==> src/sv/kbtc_pkg.sv <==
// shared types and constants of the keyed block transposition cipher
`timescale 1ns / 1ps

package kbtc_pkg;

  // default longest key, also the store depth
  localparam int MAX_KEY_LEN_DEF = 8;
  // step counter width, enough for any key length up to eight
  localparam int STEP_W = 3;

  localparam int KEY_W = 64;
  localparam int LEN_W = 4;
  localparam int CFG_IDX_W = 2;

  // register indexes
  localparam logic [CFG_IDX_W-1:0] REG_KEY_CHARS  = 2'd0;
  localparam logic [CFG_IDX_W-1:0] REG_KEY_LENGTH = 2'd1;
  localparam logic [CFG_IDX_W-1:0] REG_DIRECTION  = 2'd2;

  // reset key "abcd", first character in the lowest byte
  localparam logic [KEY_W-1:0] KEY_CHARS_RESET  = 64'h0000_0000_6463_6261;
  localparam logic [LEN_W-1:0] KEY_LENGTH_RESET = 4'd4;

  localparam logic [7:0] PAD_CHAR  = 8'h30;
  localparam logic [7:0] PRINT_LO  = 8'd32;
  localparam logic [7:0] PRINT_HI  = 8'd126;

  typedef struct packed {
    logic [7:0] symbol;
    logic       end_of_message;
  } req_t;

  typedef struct packed {
    logic [7:0] out_symbol;
    logic       has_symbol;
    logic       run_last;
    logic       message_end;
  } res_t;

  // controller to datapath
  typedef struct packed {
    logic              accept;
    logic              rank_step;
    logic              emit_step;
    logic [STEP_W-1:0] idx;
  } cmd_t;

  // datapath to controller
  typedef struct packed {
    logic rerank;
    logic need_emit;
    logic last_rank;
    logic last_emit;
    logic out_free;
  } status_t;

endpackage

==> src/sv/keyed_block_transposition_cipher.sv <==
// top level of the keyed block transposition cipher
`timescale 1ns / 1ps

// Keyed block transposition cipher. Message bytes arrive one per request and
// are gathered into a block as long as the key (key_len, clamped to
// 1..MAX_KEY_LEN). A printable byte (32..126) is stored; any other byte closes
// the message and is dropped. A full block, a printable byte flagged
// end_of_message, or a closing byte sends the block out, padded with '0',
// one character per result: encrypt gives block[rank[j]], decrypt puts block[j]
// at slot rank[j], where rank[j] is key character j's place in ascending byte
// order, ties to the lower index. A closing byte on an empty block gives one
// marker result with has_symbol low. A request that causes no result is simply
// taken; one that does is taken and then occupies the block while the emission
// counter walks the block store, one result per block character (or one for a
// marker), pausing while the result side stalls. A result register sits on the
// output, so the next request is taken while the last result still waits.
// Writing key_chars or key_len while idle starts a ranking pass over the block
// characters, during which requests are held off; direction takes effect at
// the next emission step.
module keyed_block_transposition_cipher import kbtc_pkg::*; #(
  parameter int MAX_KEY_LEN = MAX_KEY_LEN_DEF
) (
  input  logic                 clk,
  input  logic                 rst,
  // configuration
  input  logic                 cfg_write,
  input  logic [CFG_IDX_W-1:0] cfg_index,
  input  logic [KEY_W-1:0]     cfg_data,
  // message requests
  input  logic                 req_valid,
  output logic                 req_ready,
  input  req_t                 req_data,
  // permuted characters
  output logic                 res_valid,
  input  logic                 res_ready,
  output res_t                 res_data
);

  cmd_t    cmd;
  status_t status;

  // sequencer: intake, ranking pass, emission walk
  kbtc_ctrl u_ctrl (
    .clk       (clk),
    .rst       (rst),
    .req_valid (req_valid),
    .req_ready (req_ready),
    .status    (status),
    .cmd       (cmd)
  );

  // key, rank tables, block store and result register
  kbtc_datapath #(
    .MAX_KEY_LEN (MAX_KEY_LEN)
  ) u_dp (
    .clk       (clk),
    .rst       (rst),
    .cfg_write (cfg_write),
    .cfg_index (cfg_index),
    .cfg_data  (cfg_data),
    .req_data  (req_data),
    .cmd       (cmd),
    .status    (status),
    .res_valid (res_valid),
    .res_ready (res_ready),
    .res_data  (res_data)
  );

endmodule

==> src/sv/kbtc_ctrl.sv <==
// sequencer for request intake, key ranking and block emission
`timescale 1ns / 1ps

module kbtc_ctrl import kbtc_pkg::*; (
  input  logic    clk,
  input  logic    rst,
  input  logic    req_valid,
  output logic    req_ready,
  input  status_t status,
  output cmd_t    cmd
);

  typedef enum logic [2:0] {
    ST_IDLE = 3'b001,
    ST_RANK = 3'b010,
    ST_EMIT = 3'b100
  } state_t;

  state_t            state, state_next;
  logic [STEP_W-1:0] idx, idx_next;

  always_comb begin
    state_next = state;
    idx_next   = idx;
    cmd        = '0;
    cmd.idx    = idx;
    req_ready  = 1'b0;
    unique case (state)
      ST_IDLE: begin
        req_ready  = !status.rerank;
        cmd.accept = req_valid && !status.rerank;
        if (status.rerank) begin
          state_next = ST_RANK;
          idx_next   = '0;
        end else if (req_valid && status.need_emit) begin
          state_next = ST_EMIT;
          idx_next   = '0;
        end
      end
      ST_RANK: begin
        cmd.rank_step = 1'b1;
        if (status.last_rank) begin
          state_next = ST_IDLE;
        end else begin
          idx_next = STEP_W'(idx + 1'b1);
        end
      end
      ST_EMIT: begin
        cmd.emit_step = status.out_free;
        if (status.out_free) begin
          if (status.last_emit) begin
            state_next = ST_IDLE;
          end else begin
            idx_next = STEP_W'(idx + 1'b1);
          end
        end
      end
      default: begin
        state_next = ST_IDLE;
      end
    endcase
  end

  always_ff @(posedge clk) begin
    if (rst) begin
      state <= ST_IDLE;
      idx   <= '0;
    end else begin
      state <= state_next;
      idx   <= idx_next;
    end
  end

endmodule

==> src/sv/kbtc_datapath.sv <==
// key registers, rank tables, block store and result register
`timescale 1ns / 1ps

module kbtc_datapath import kbtc_pkg::*; #(
  parameter int MAX_KEY_LEN = MAX_KEY_LEN_DEF
) (
  input  logic                 clk,
  input  logic                 rst,
  input  logic                 cfg_write,
  input  logic [CFG_IDX_W-1:0] cfg_index,
  input  logic [KEY_W-1:0]     cfg_data,
  input  req_t                 req_data,
  input  cmd_t                 cmd,
  output status_t              status,
  output logic                 res_valid,
  input  logic                 res_ready,
  output res_t                 res_data
);

  localparam int IDX_W  = $clog2(MAX_KEY_LEN);
  localparam int FILL_W = $clog2(MAX_KEY_LEN + 1);
  localparam int RESET_N = (int'(KEY_LENGTH_RESET) > MAX_KEY_LEN) ?
                           MAX_KEY_LEN : int'(KEY_LENGTH_RESET);

  logic [KEY_W-1:0]  key_chars;
  logic [LEN_W-1:0]  key_len;
  logic              direction;

  logic [7:0]        block_store [MAX_KEY_LEN];
  logic [IDX_W-1:0]  rank_tab    [MAX_KEY_LEN];
  logic [IDX_W-1:0]  inv_tab     [MAX_KEY_LEN];
  logic [FILL_W-1:0] fill_count;
  logic [FILL_W-1:0] emit_fill;
  logic              emit_msg_end;
  logic              emit_marker;

  logic [7:0]        key_byte [MAX_KEY_LEN];
  logic [FILL_W-1:0] blk_len, blk_len_m1, fill_inc, sel_ext;
  logic [IDX_W-1:0]  pos, rank_val, sel;
  logic [MAX_KEY_LEN-1:0] below;
  logic              printable;
  res_t              res_next;

  for (genvar k = 0; k < MAX_KEY_LEN; k++) begin : g_key
    assign key_byte[k] = key_chars[8*k +: 8];
  end

  // block length, clamped to 1..MAX_KEY_LEN
  always_comb begin
    if (key_len == '0) begin
      blk_len = FILL_W'(1);
    end else if (key_len > LEN_W'(MAX_KEY_LEN)) begin
      blk_len = FILL_W'(MAX_KEY_LEN);
    end else begin
      blk_len = FILL_W'(key_len);
    end
  end

  assign blk_len_m1 = FILL_W'(blk_len - 1'b1);
  assign pos        = cmd.idx[IDX_W-1:0];
  assign printable  = (req_data.symbol >= PRINT_LO) && (req_data.symbol <= PRINT_HI);
  assign fill_inc   = FILL_W'(fill_count + 1'b1);

  // rank of key character pos: how many key characters sort ahead of it
  always_comb begin
    for (int k = 0; k < MAX_KEY_LEN; k++) begin
      below[k] = (FILL_W'(k) < blk_len) &&
                 ((key_byte[k] < key_byte[pos]) ||
                  ((key_byte[k] == key_byte[pos]) && (IDX_W'(k) < pos)));
    end
    rank_val = IDX_W'($countones(below));
  end

  // source position of output slot pos, padding read as '0'
  always_comb begin
    sel = direction ? inv_tab[pos] : rank_tab[pos];
    if (FILL_W'(sel) >= blk_len) begin
      sel = blk_len_m1[IDX_W-1:0];
    end
    sel_ext = FILL_W'(sel);
    res_next.has_symbol  = !emit_marker;
    res_next.out_symbol  = emit_marker ? 8'd0 :
                           ((sel_ext >= emit_fill) ? PAD_CHAR : block_store[sel]);
    res_next.run_last    = status.last_emit;
    res_next.message_end = status.last_emit && emit_msg_end;
  end

  always_comb begin
    status.rerank    = cfg_write &&
                       ((cfg_index == REG_KEY_CHARS) || (cfg_index == REG_KEY_LENGTH));
    status.need_emit = printable ? ((fill_inc >= blk_len) || req_data.end_of_message)
                                 : 1'b1;
    status.last_rank = (FILL_W'(cmd.idx) == blk_len_m1);
    status.last_emit = emit_marker || (FILL_W'(cmd.idx) == blk_len_m1);
    status.out_free  = !res_valid || res_ready;
  end

  // configuration registers and fill count
  always_ff @(posedge clk) begin
    if (rst) begin
      key_chars  <= KEY_CHARS_RESET;
      key_len    <= KEY_LENGTH_RESET;
      direction  <= 1'b0;
      fill_count <= '0;
    end else begin
      if (cfg_write) begin
        unique case (cfg_index)
          REG_KEY_CHARS:  key_chars <= cfg_data;
          REG_KEY_LENGTH: begin
            key_len    <= cfg_data[LEN_W-1:0];
            fill_count <= '0;
          end
          REG_DIRECTION:  direction <= cfg_data[0];
          default: ;
        endcase
      end
      if (cmd.accept) begin
        if (printable && !status.need_emit) begin
          fill_count <= fill_inc;
        end else begin
          fill_count <= '0;
        end
      end
    end
  end

  // details of the pending emission
  always_ff @(posedge clk) begin
    if (cmd.accept) begin
      emit_fill    <= printable ? fill_inc : fill_count;
      emit_msg_end <= printable ? req_data.end_of_message : 1'b1;
      emit_marker  <= !printable && (fill_count == '0);
    end
  end

  always_ff @(posedge clk) begin
    if (cmd.accept && printable) begin
      block_store[fill_count[IDX_W-1:0]] <= req_data.symbol;
    end
  end

  // the reset key is in ascending order, so its ranks are the identity
  always_ff @(posedge clk) begin
    if (rst) begin
      for (int j = 0; j < MAX_KEY_LEN; j++) begin
        rank_tab[j] <= (j < RESET_N) ? IDX_W'(j) : '0;
        inv_tab[j]  <= (j < RESET_N) ? IDX_W'(j) : '0;
      end
    end else if (cmd.rank_step) begin
      rank_tab[pos]     <= rank_val;
      inv_tab[rank_val] <= pos;
    end
  end

  always_ff @(posedge clk) begin
    if (rst) begin
      res_valid <= 1'b0;
    end else if (cmd.emit_step) begin
      res_valid <= 1'b1;
    end else if (res_ready) begin
      res_valid <= 1'b0;
    end
  end

  always_ff @(posedge clk) begin
    if (cmd.emit_step) begin
      res_data <= res_next;
    end
  end

endmodule

==> config.mk <==
export PLATFORM = sky130hd
export DESIGN_NAME = keyed_block_transposition_cipher
export DESIGN_NICKNAME = d
export VERILOG_FILES = /design/src/sv/kbtc_pkg.sv /design/src/sv/keyed_block_transposition_cipher.sv /design/src/sv/kbtc_ctrl.sv /design/src/sv/kbtc_datapath.sv
export SDC_FILE = /design/constraint.sdc
export NUM_CORES = 1
export LEC_CHECK = 0
export BUFFER_PORTS_ARGS = -buffer_cell sky130_fd_sc_hd__clkbuf_2
export CAP_MARGIN = 10
export CORE_MARGIN = 10
export CORE_UTILIZATION = 55
export CTS_CLUSTER_DIAMETER = 100
export DETAILED_ROUTE_END_ITERATION = 8
export GPL_TIMING_DRIVEN = 0
export PLACE_DENSITY_LB_ADDON = 0.15
export SLEW_MARGIN = 20
export SYNTH_ARGS = -nofsm -noshare
export SYNTH_HDL_FRONTEND = slang
export SYNTH_HIERARCHICAL = 1
export SYNTH_SLANG_ARGS = --single-unit
==> constraint.sdc <==
create_clock -name clk -period 6.9 [get_ports clk]
set_clock_uncertainty 0.1 [all_clocks]
set_input_delay 2.07 -clock clk [delete_from_list [all_inputs] [get_ports clk]]
set_output_delay 2.07 -clock clk [all_outputs]
set_load 0.005 [all_outputs]
==> results of run 1 <==
## layer usage
metal | part of all wire (%) | routed length [microns] | up-vias
li1 | - | - | 4162
met1 | 43 | 12400 | 4057
met2 | 47 | 13700 | 304
met3 | 7.0 | 2040 | 56
met4 | 2.6 | 742 | 0
met5 | 0 | 0 | -
## worst paths after layout
| path | from | endpoint | cells after the start |
|---|---|---|---|
| worst max-delay path | u_ctrl/idx[2] | u_dp/inv_tab[2][1] | 24 |
| worst min register to register | u_dp/key_len[0] | u_dp/key_len[0] | 2 |
| worst min-delay path | u_dp/key_len[0] | u_dp/key_len[0] | 2 |
| worst max register to register | u_ctrl/idx[2] | u_dp/inv_tab[2][1] | 24 |
## flip-flops by register name (all words and copies together) (netlist names), 3 cells and up
| name | cells |
|---|---|
| u_ctrl/idx | 3 |
| u_ctrl/state | 3 |
| u_dp/block_store | 64 |
| u_dp/emit_fill | 4 |
| u_dp/fill_count | 4 |
| u_dp/inv_tab | 24 |
| u_dp/key_chars | 64 |
| u_dp/key_len | 4 |
| u_dp/rank_tab | 24 |
| u_dp/res_data | 11 |
## layout make-up
class / instances / area share, %
inverter: 33 / 0.983
sequential: 209 / 42.6
multi-input combinational: 775 / 41.4
clock buffer: 35 / 5.06
tap: 265 / 2.58
timing repair buffer: 107 / 4.48
buffer: 59 / 2.48
clock inverter: 5 / 0.379
## cell usage after synthesis, types with 4 or more instances
cell | n | share of area, %
inv_1 | 32 | 1.1
ha_1 | 81 | 9.2
buf_1 | 4 | 0.14
buf_4 | 5 | 0.34
edfxtp_1 | 129 | 35
or3_1 | 5 | 0.28
clkbuf_1 | 40 | 1.4
a22oi_1 | 21 | 1.4
or2_2 | 9 | 0.51
buf_6 | 5 | 0.51
and3_1 | 15 | 0.85
nand3b_1 | 15 | 1.0
nor3b_1 | 8 | 0.54
mux2_2 | 4 | 0.41
nor4_1 | 4 | 0.23
nand2b_1 | 20 | 1.1
a21o_1 | 21 | 1.4
fa_1 | 4 | 0.72
nor2b_1 | 15 | 0.85
o21ai_0 | 26 | 1.2
a221oi_1 | 12 | 0.95
mux2i_1 | 48 | 4.3
nand2_1 | 182 | 6.2
a32o_1 | 7 | 0.63
and2_1 | 12 | 0.68
o22ai_1 | 4 | 0.23
dfxtp_1 | 80 | 14
nand3_1 | 15 | 0.68
nand4_1 | 11 | 0.62
a211o_1 | 4 | 0.32
a21oi_1 | 86 | 3.9
a22o_1 | 7 | 0.55
nor3_1 | 17 | 0.77
nor2_1 | 61 | 2.1
buf_2 | 7 | 0.32
o21a_1 | 8 | 0.54
xnor2_1 | 9 | 0.71
## worst max-delay path, stage by stage (launching register included)
cell      delay [ns]
dfxtp_2         0.40
buf_4           0.20
buf_4           0.22
and3b_1         0.24
clkbuf_4        0.21
a22o_1          0.20
a221oi_1        0.24
and3_4          0.27
ha_1            0.25
o21a_1          0.11
o21a_1          0.16
o21a_1          0.15
o21ai_0         0.18
nand2b_1        0.08
a21oi_1         0.14
o21ai_0         0.15
fa_1            0.49
fa_1            0.54
inv_1           0.05
fa_1            0.49
ha_1            0.24
fa_2            0.44
xnor2_4         0.31
nand3_1         0.20
or2_2           0.34
## logic make-up (layout without fill, tap and decap cells)
group | count (synthesis) | in the layout | share of synthesized area [%]
simple gates | 401 | 401 | 17.5
compound gates | 223 | 223 | 13.4
flops | 209 | 209 | 49.4
buf+inv | 94 | 239 | 3.80
fa+ha+maj | 85 | 85 | 9.88
mux | 54 | 54 | 5.08
xor+xnor | 12 | 12 | 0.949
## metrics by stage
step	utilization, %	TNS, ns	hold slack [ns]
detailed placement	60.6	-56.25	0.373
CTS	64.6	0	0.382
global placement	60.3	-61.69	0.345
finish	65.4	0	0.382
floorplan	-	0	0.337
global route	65.4	-0.156	0.395
## power groups by stage
stage	combinational [uW]	clock, uW	sequential [uW]
after floorplan	400	0	1400
after global placement	549	0	1410
after detailed placement	560	0	1410
after CTS	597	1160	1380
after global routing	674	1210	1390
final	618	1150	1380
## repair_timing
item	CTS	global route
pin swaps	1	5
endpoints found under the setup margin	72	66
setup buffers	0	15
gates resized for setup	30	17
==> impl_metrics.tcl, run 1 <==
set metrics [dict create \
    run_status "finished clean" \
    synth_cells 1078 \
    ys_seq_area_share_pct 49.4 \
    synth_area_sq_mm 0.0111 \
    drc 0 \
    met2_usage_pct 35.4 \
    swShare_pct 27.1 \
    fin_crit_sh_pct 97.1 \
    rows 51 \
    synth_async_sr_flop_share_pct 0 \
    internal_power_uw 2290 \
    detail_route.iter0.violations 815 \
    chipWidth_microns 162 \
    gp_congestion 0.944 \
    cp.required_ns 7.05 \
    power_frac_comb_pct 19.6 \
    pwr-share-seq_pct 44.0 \
    regArea_sq_mm 0.00548 \
    crit_path_end_kind "register" \
    fmax_ghz 0.149 \
    reg2reg_setup_slack_ns 0.20 \
    layout_commonest_cell "nand2_1" \
    maxSlewViolCount 0 \
    routed_via_density 5.77 \
    die_y_microns 162 \
    multi_input_area_sq_mm 0.00533 \
    synth_seq_cells 209 \
    grt_overflow_total 0 \
    postPlaceCellArea_sq_mm 0.0119 \
    crit_type "reg -> reg" \
    place_inst 1435 \
    setup_violations 0 \
    h-tree-depth 1 \
    grt_pass1_vias 8420 \
    cts_tree "yes" \
    vias 8579 \
    critPathMaxFanout 10 \
    floorplan.initialDensity_pct 56.3 \
    final_layout_size_suffix_gt1_share_pct 17.3 \
    startpoint_type "register" \
    syn_to_final_growth_pct 16.1 \
    power_density_mw_per_mm2 245 \
    power.total_uw 3150 \
    synth_fp_nets 1243 \
    grtUsageTotal_pct 21.4 \
    stdcell_area_sq_mm 0.0129 \
    maxCapViolCount 0 \
    die_area_sq_mm 0.0262 \
    pre_cts_ws_ns -1.11 \
    drtPass1Iterations 6 \
    io_buffers 91 \
    final_nets 1372 \
    num-fill-cells 1631 \
    layout.cells.non_filler 1488 \
    layout_setup_ws_ns 0.202 \
    io_pins 93 \
    finalHoldViolCount 0 \
    grt_pass1_wl_microns 45200 \
    arrival_ns 6.85 \
    synth_cell_types 69 \
    wl_per_cell_microns 19.5 \
    leakage_uw 0.00505 \
    dp_hpwl_microns 21700 \
    root_buffer "clkbuf_16" \
    synth_edf_count 129 \
    syn_area_per_cell_sq_um 10.3 \
    ir_worst_vdd_uv 185 \
    antenna_found_initial 0 \
    post-route-min-period_ns 6.70 \
    ys_warn_count 6 \
    use_met1_pct 27.4 \
    ys.flop_type "edfxtp_1" \
    final_cell_mix "nand2_1, edfxtp_1, clkbuf_2, a21oi_1, ha_1" \
    holdCritPathClass "reg -> reg" \
    cts_made_buffers 22 \
    drt_wl_total_microns 29000 \
    grt_max_degree 20 \
    clkPwrFrac_pct 36.4 \
    coreArea_sq_mm 0.0197 \
    met3_usage_pct 3.97 \
    insertion_delay_ns 0.50 \
    drtAntennaViolNets 0 \
    cts_buffer_depth 3 \
    relSlewSlack_pct 40.8 \
    cts_hold_buf 0 \
    cts.sink_count 209 \
    tightest_slew_ns 0.881 \
    diodes 0 \
    p_sw_uw 854 \
    clk_pin_slew_ns 0.06 \
    grt.busiest_layer "met2" \
]
Power figures use the tool's default switching activity.
==> run 2: changes to the inputs <==
--- a/config.mk
+++ b/config.mk
@@ -8,10 +8,11 @@
 export BUFFER_PORTS_ARGS = -buffer_cell sky130_fd_sc_hd__clkbuf_2
 export CAP_MARGIN = 10
 export CORE_MARGIN = 10
-export CORE_UTILIZATION = 55
+export CORE_UTILIZATION = 50
 export CTS_CLUSTER_DIAMETER = 100
 export DETAILED_ROUTE_END_ITERATION = 8
 export GPL_TIMING_DRIVEN = 0
+export MAX_ROUTING_LAYER = met4
 export PLACE_DENSITY_LB_ADDON = 0.15
 export SLEW_MARGIN = 20
 export SYNTH_ARGS = -nofsm -noshare
==> impl_metrics.tcl, run 2 (synthesis gave the netlist of run 1 again) <==
set metrics [dict create \
    io_pins 93 \
    drc 0 \
    drtAntennaViolNets 0 \
    power.total_uw 3160 \
    layout_commonest_cell "nand2_1" \
    antenna_found_initial 0 \
    chipWidth_microns 169 \
    io_buffers 91 \
    final_cell_mix "nand2_1, edfxtp_1, clkbuf_2, a21oi_1, ha_1" \
    root_buffer "clkbuf_16" \
    relSlewSlack_pct 33.0 \
    detail_route.iter0.violations 772 \
    grt_max_degree 20 \
    tightest_slew_ns 0.997 \
    holdCritPathClass "reg -> reg" \
    rsz0062_at_grt "false" \
    h-tree-depth 1 \
    cts_buffer_depth 3 \
    regArea_sq_mm 0.00548 \
    swShare_pct 27.8 \
    coreArea_sq_mm 0.0218 \
    gp_congestion 0.930 \
    grt_pass1_wl_microns 45700 \
    ff2ff_path_depth 25 \
    insertion_delay_ns 0.52 \
    pre_cts_ws_ns -1.22 \
    cts_tree "yes" \
    leakage_uw 0.00508 \
    power_frac_comb_pct 19.7 \
    multi_input_area_sq_mm 0.00533 \
    maxSlewViolCount 0 \
    crit_path_end_kind "register" \
    rows 54 \
    cts.sink_count 209 \
    syn_to_final_growth_pct 16.8 \
    drtPass1Iterations 7 \
    routed_via_density 5.73 \
    fin_crit_sh_pct 97.2 \
    cp.required_ns 7.05 \
    clkPwrFrac_pct 36.6 \
    vias 8635 \
    finalHoldViolCount 0 \
    ir_worst_vdd_uv 189 \
    die_y_microns 169 \
    post-route-min-period_ns 6.71 \
    grt_overflow_total 0 \
    drt_wl_total_microns 29500 \
    startpoint_type "register" \
    floorplan.initialDensity_pct 50.7 \
    internal_power_uw 2290 \
    num-fill-cells 1840 \
    worstHoldPathCells 2 \
    fmax_ghz 0.149 \
    diodes 0 \
    grtUsageTotal_pct 20.5 \
    wl_per_cell_microns 19.5 \
    holdWs_ns 0.373 \
    critPathMaxFanout 10 \
    grt_pass1_vias 8488 \
    setup_violations 0 \
    dp_hpwl_microns 21900 \
    cts_hold_buf 0 \
    cts_made_buffers 23 \
    arrival_ns 6.86 \
    final_layout_size_suffix_gt1_share_pct 18.2 \
    p_sw_uw 879 \
    run_status "finished clean" \
    die_area_sq_mm 0.0285 \
    maxCapViolCount 0 \
    layout_setup_ws_ns 0.193 \
    pwr-share-seq_pct 43.7 \
    power_density_mw_per_mm2 245 \
    final_nets 1377 \
    clk_pin_slew_ns 0.06 \
    crit_type "reg -> reg" \
]
==> run 2: area by class of cell <==
class / instances / share of cell area, %
plain buffers: 59 / 2.60
clock buffers: 30 / 4.81
clock inverters: 11 / 0.677
inverters: 33 / 0.977
multi-input cells: 775 / 41.2
flip-flops and latches: 209 / 42.4
well taps: 280 / 2.71
repair buffers: 111 / 4.68
==> run 2: per-layer routing <==
layer  global-route usage, %  vias to the layer above  wire length [microns]
met5                       -                        -                      0
met4                    6.17                        0                    775
met3                    3.71                       50                   2260
met2                    32.4                      305                  13600
met1                    26.5                     4109                  12800
li1                        -                     4171                      -
==> run 2: metrics by stage <==
| stage | area [sq um] | std cells | setup TNS (ns) | util, % |
|---|---|---|---|---|
| final | 12900 | 1508 | 0 | 59.3 |
| after detailed placement | 11900 | 1450 | -69.84 | 54.6 |
| after CTS | 12700 | 1491 | 0 | 58.4 |
| after floorplan | 11100 | 1078 | 0 | - |
| after global routing | 12900 | 1508 | 0 | 59.3 |
| after global placement | 11900 | 1449 | -65.36 | 54.4 |
==> run 2: path summary, 6_finish.rpt <==
path                    from            endpoint  slack [ns]
max            u_ctrl/idx[2]  u_dp/inv_tab[3][1]        0.19
min          u_dp/key_len[0]     u_dp/key_len[0]        0.37
max reg2reg    u_ctrl/idx[2]  u_dp/inv_tab[3][1]        0.19
min reg2reg  u_dp/key_len[0]     u_dp/key_len[0]        0.37
==> run 2: power by group through the flow <==
stage	sequential, uW	clock [uW]	combinational, uW
floorplan	1400	0	400
global placement	1410	0	554
detailed placement	1410	0	558
CTS	1380	1180	597
global route	1390	1230	679
finish	1380	1160	623
==> run 2: critical path: stages, from the launching register on <==
cell	delay, ns
dfxtp_4	0.39
buf_6	0.15
buf_6	0.18
and3b_1	0.25
buf_4	0.20
a22o_1	0.18
a221oi_1	0.25
and3_4	0.30
buf_4	0.13
ha_1	0.24
o21a_1	0.12
o21ai_0	0.17
nand2b_1	0.09
a21oi_1	0.18
o21ai_0	0.13
o41ai_2	0.11
nand2_1	0.14
fa_1	0.50
fa_1	0.55
inv_1	0.05
fa_1	0.50
ha_1	0.24
fa_2	0.46
xnor2_4	0.33
nand2_1	0.15
or3_1	0.36
==> run 2: timing repair <==
| item | in CTS | in global routing |
|---|---|---|
| gates resized for setup | 32 | 28 |
| endpoints found under the setup margin | 72 | 68 |
| pin swaps | 3 | 7 |
| buffers inserted | 2 | 17 |
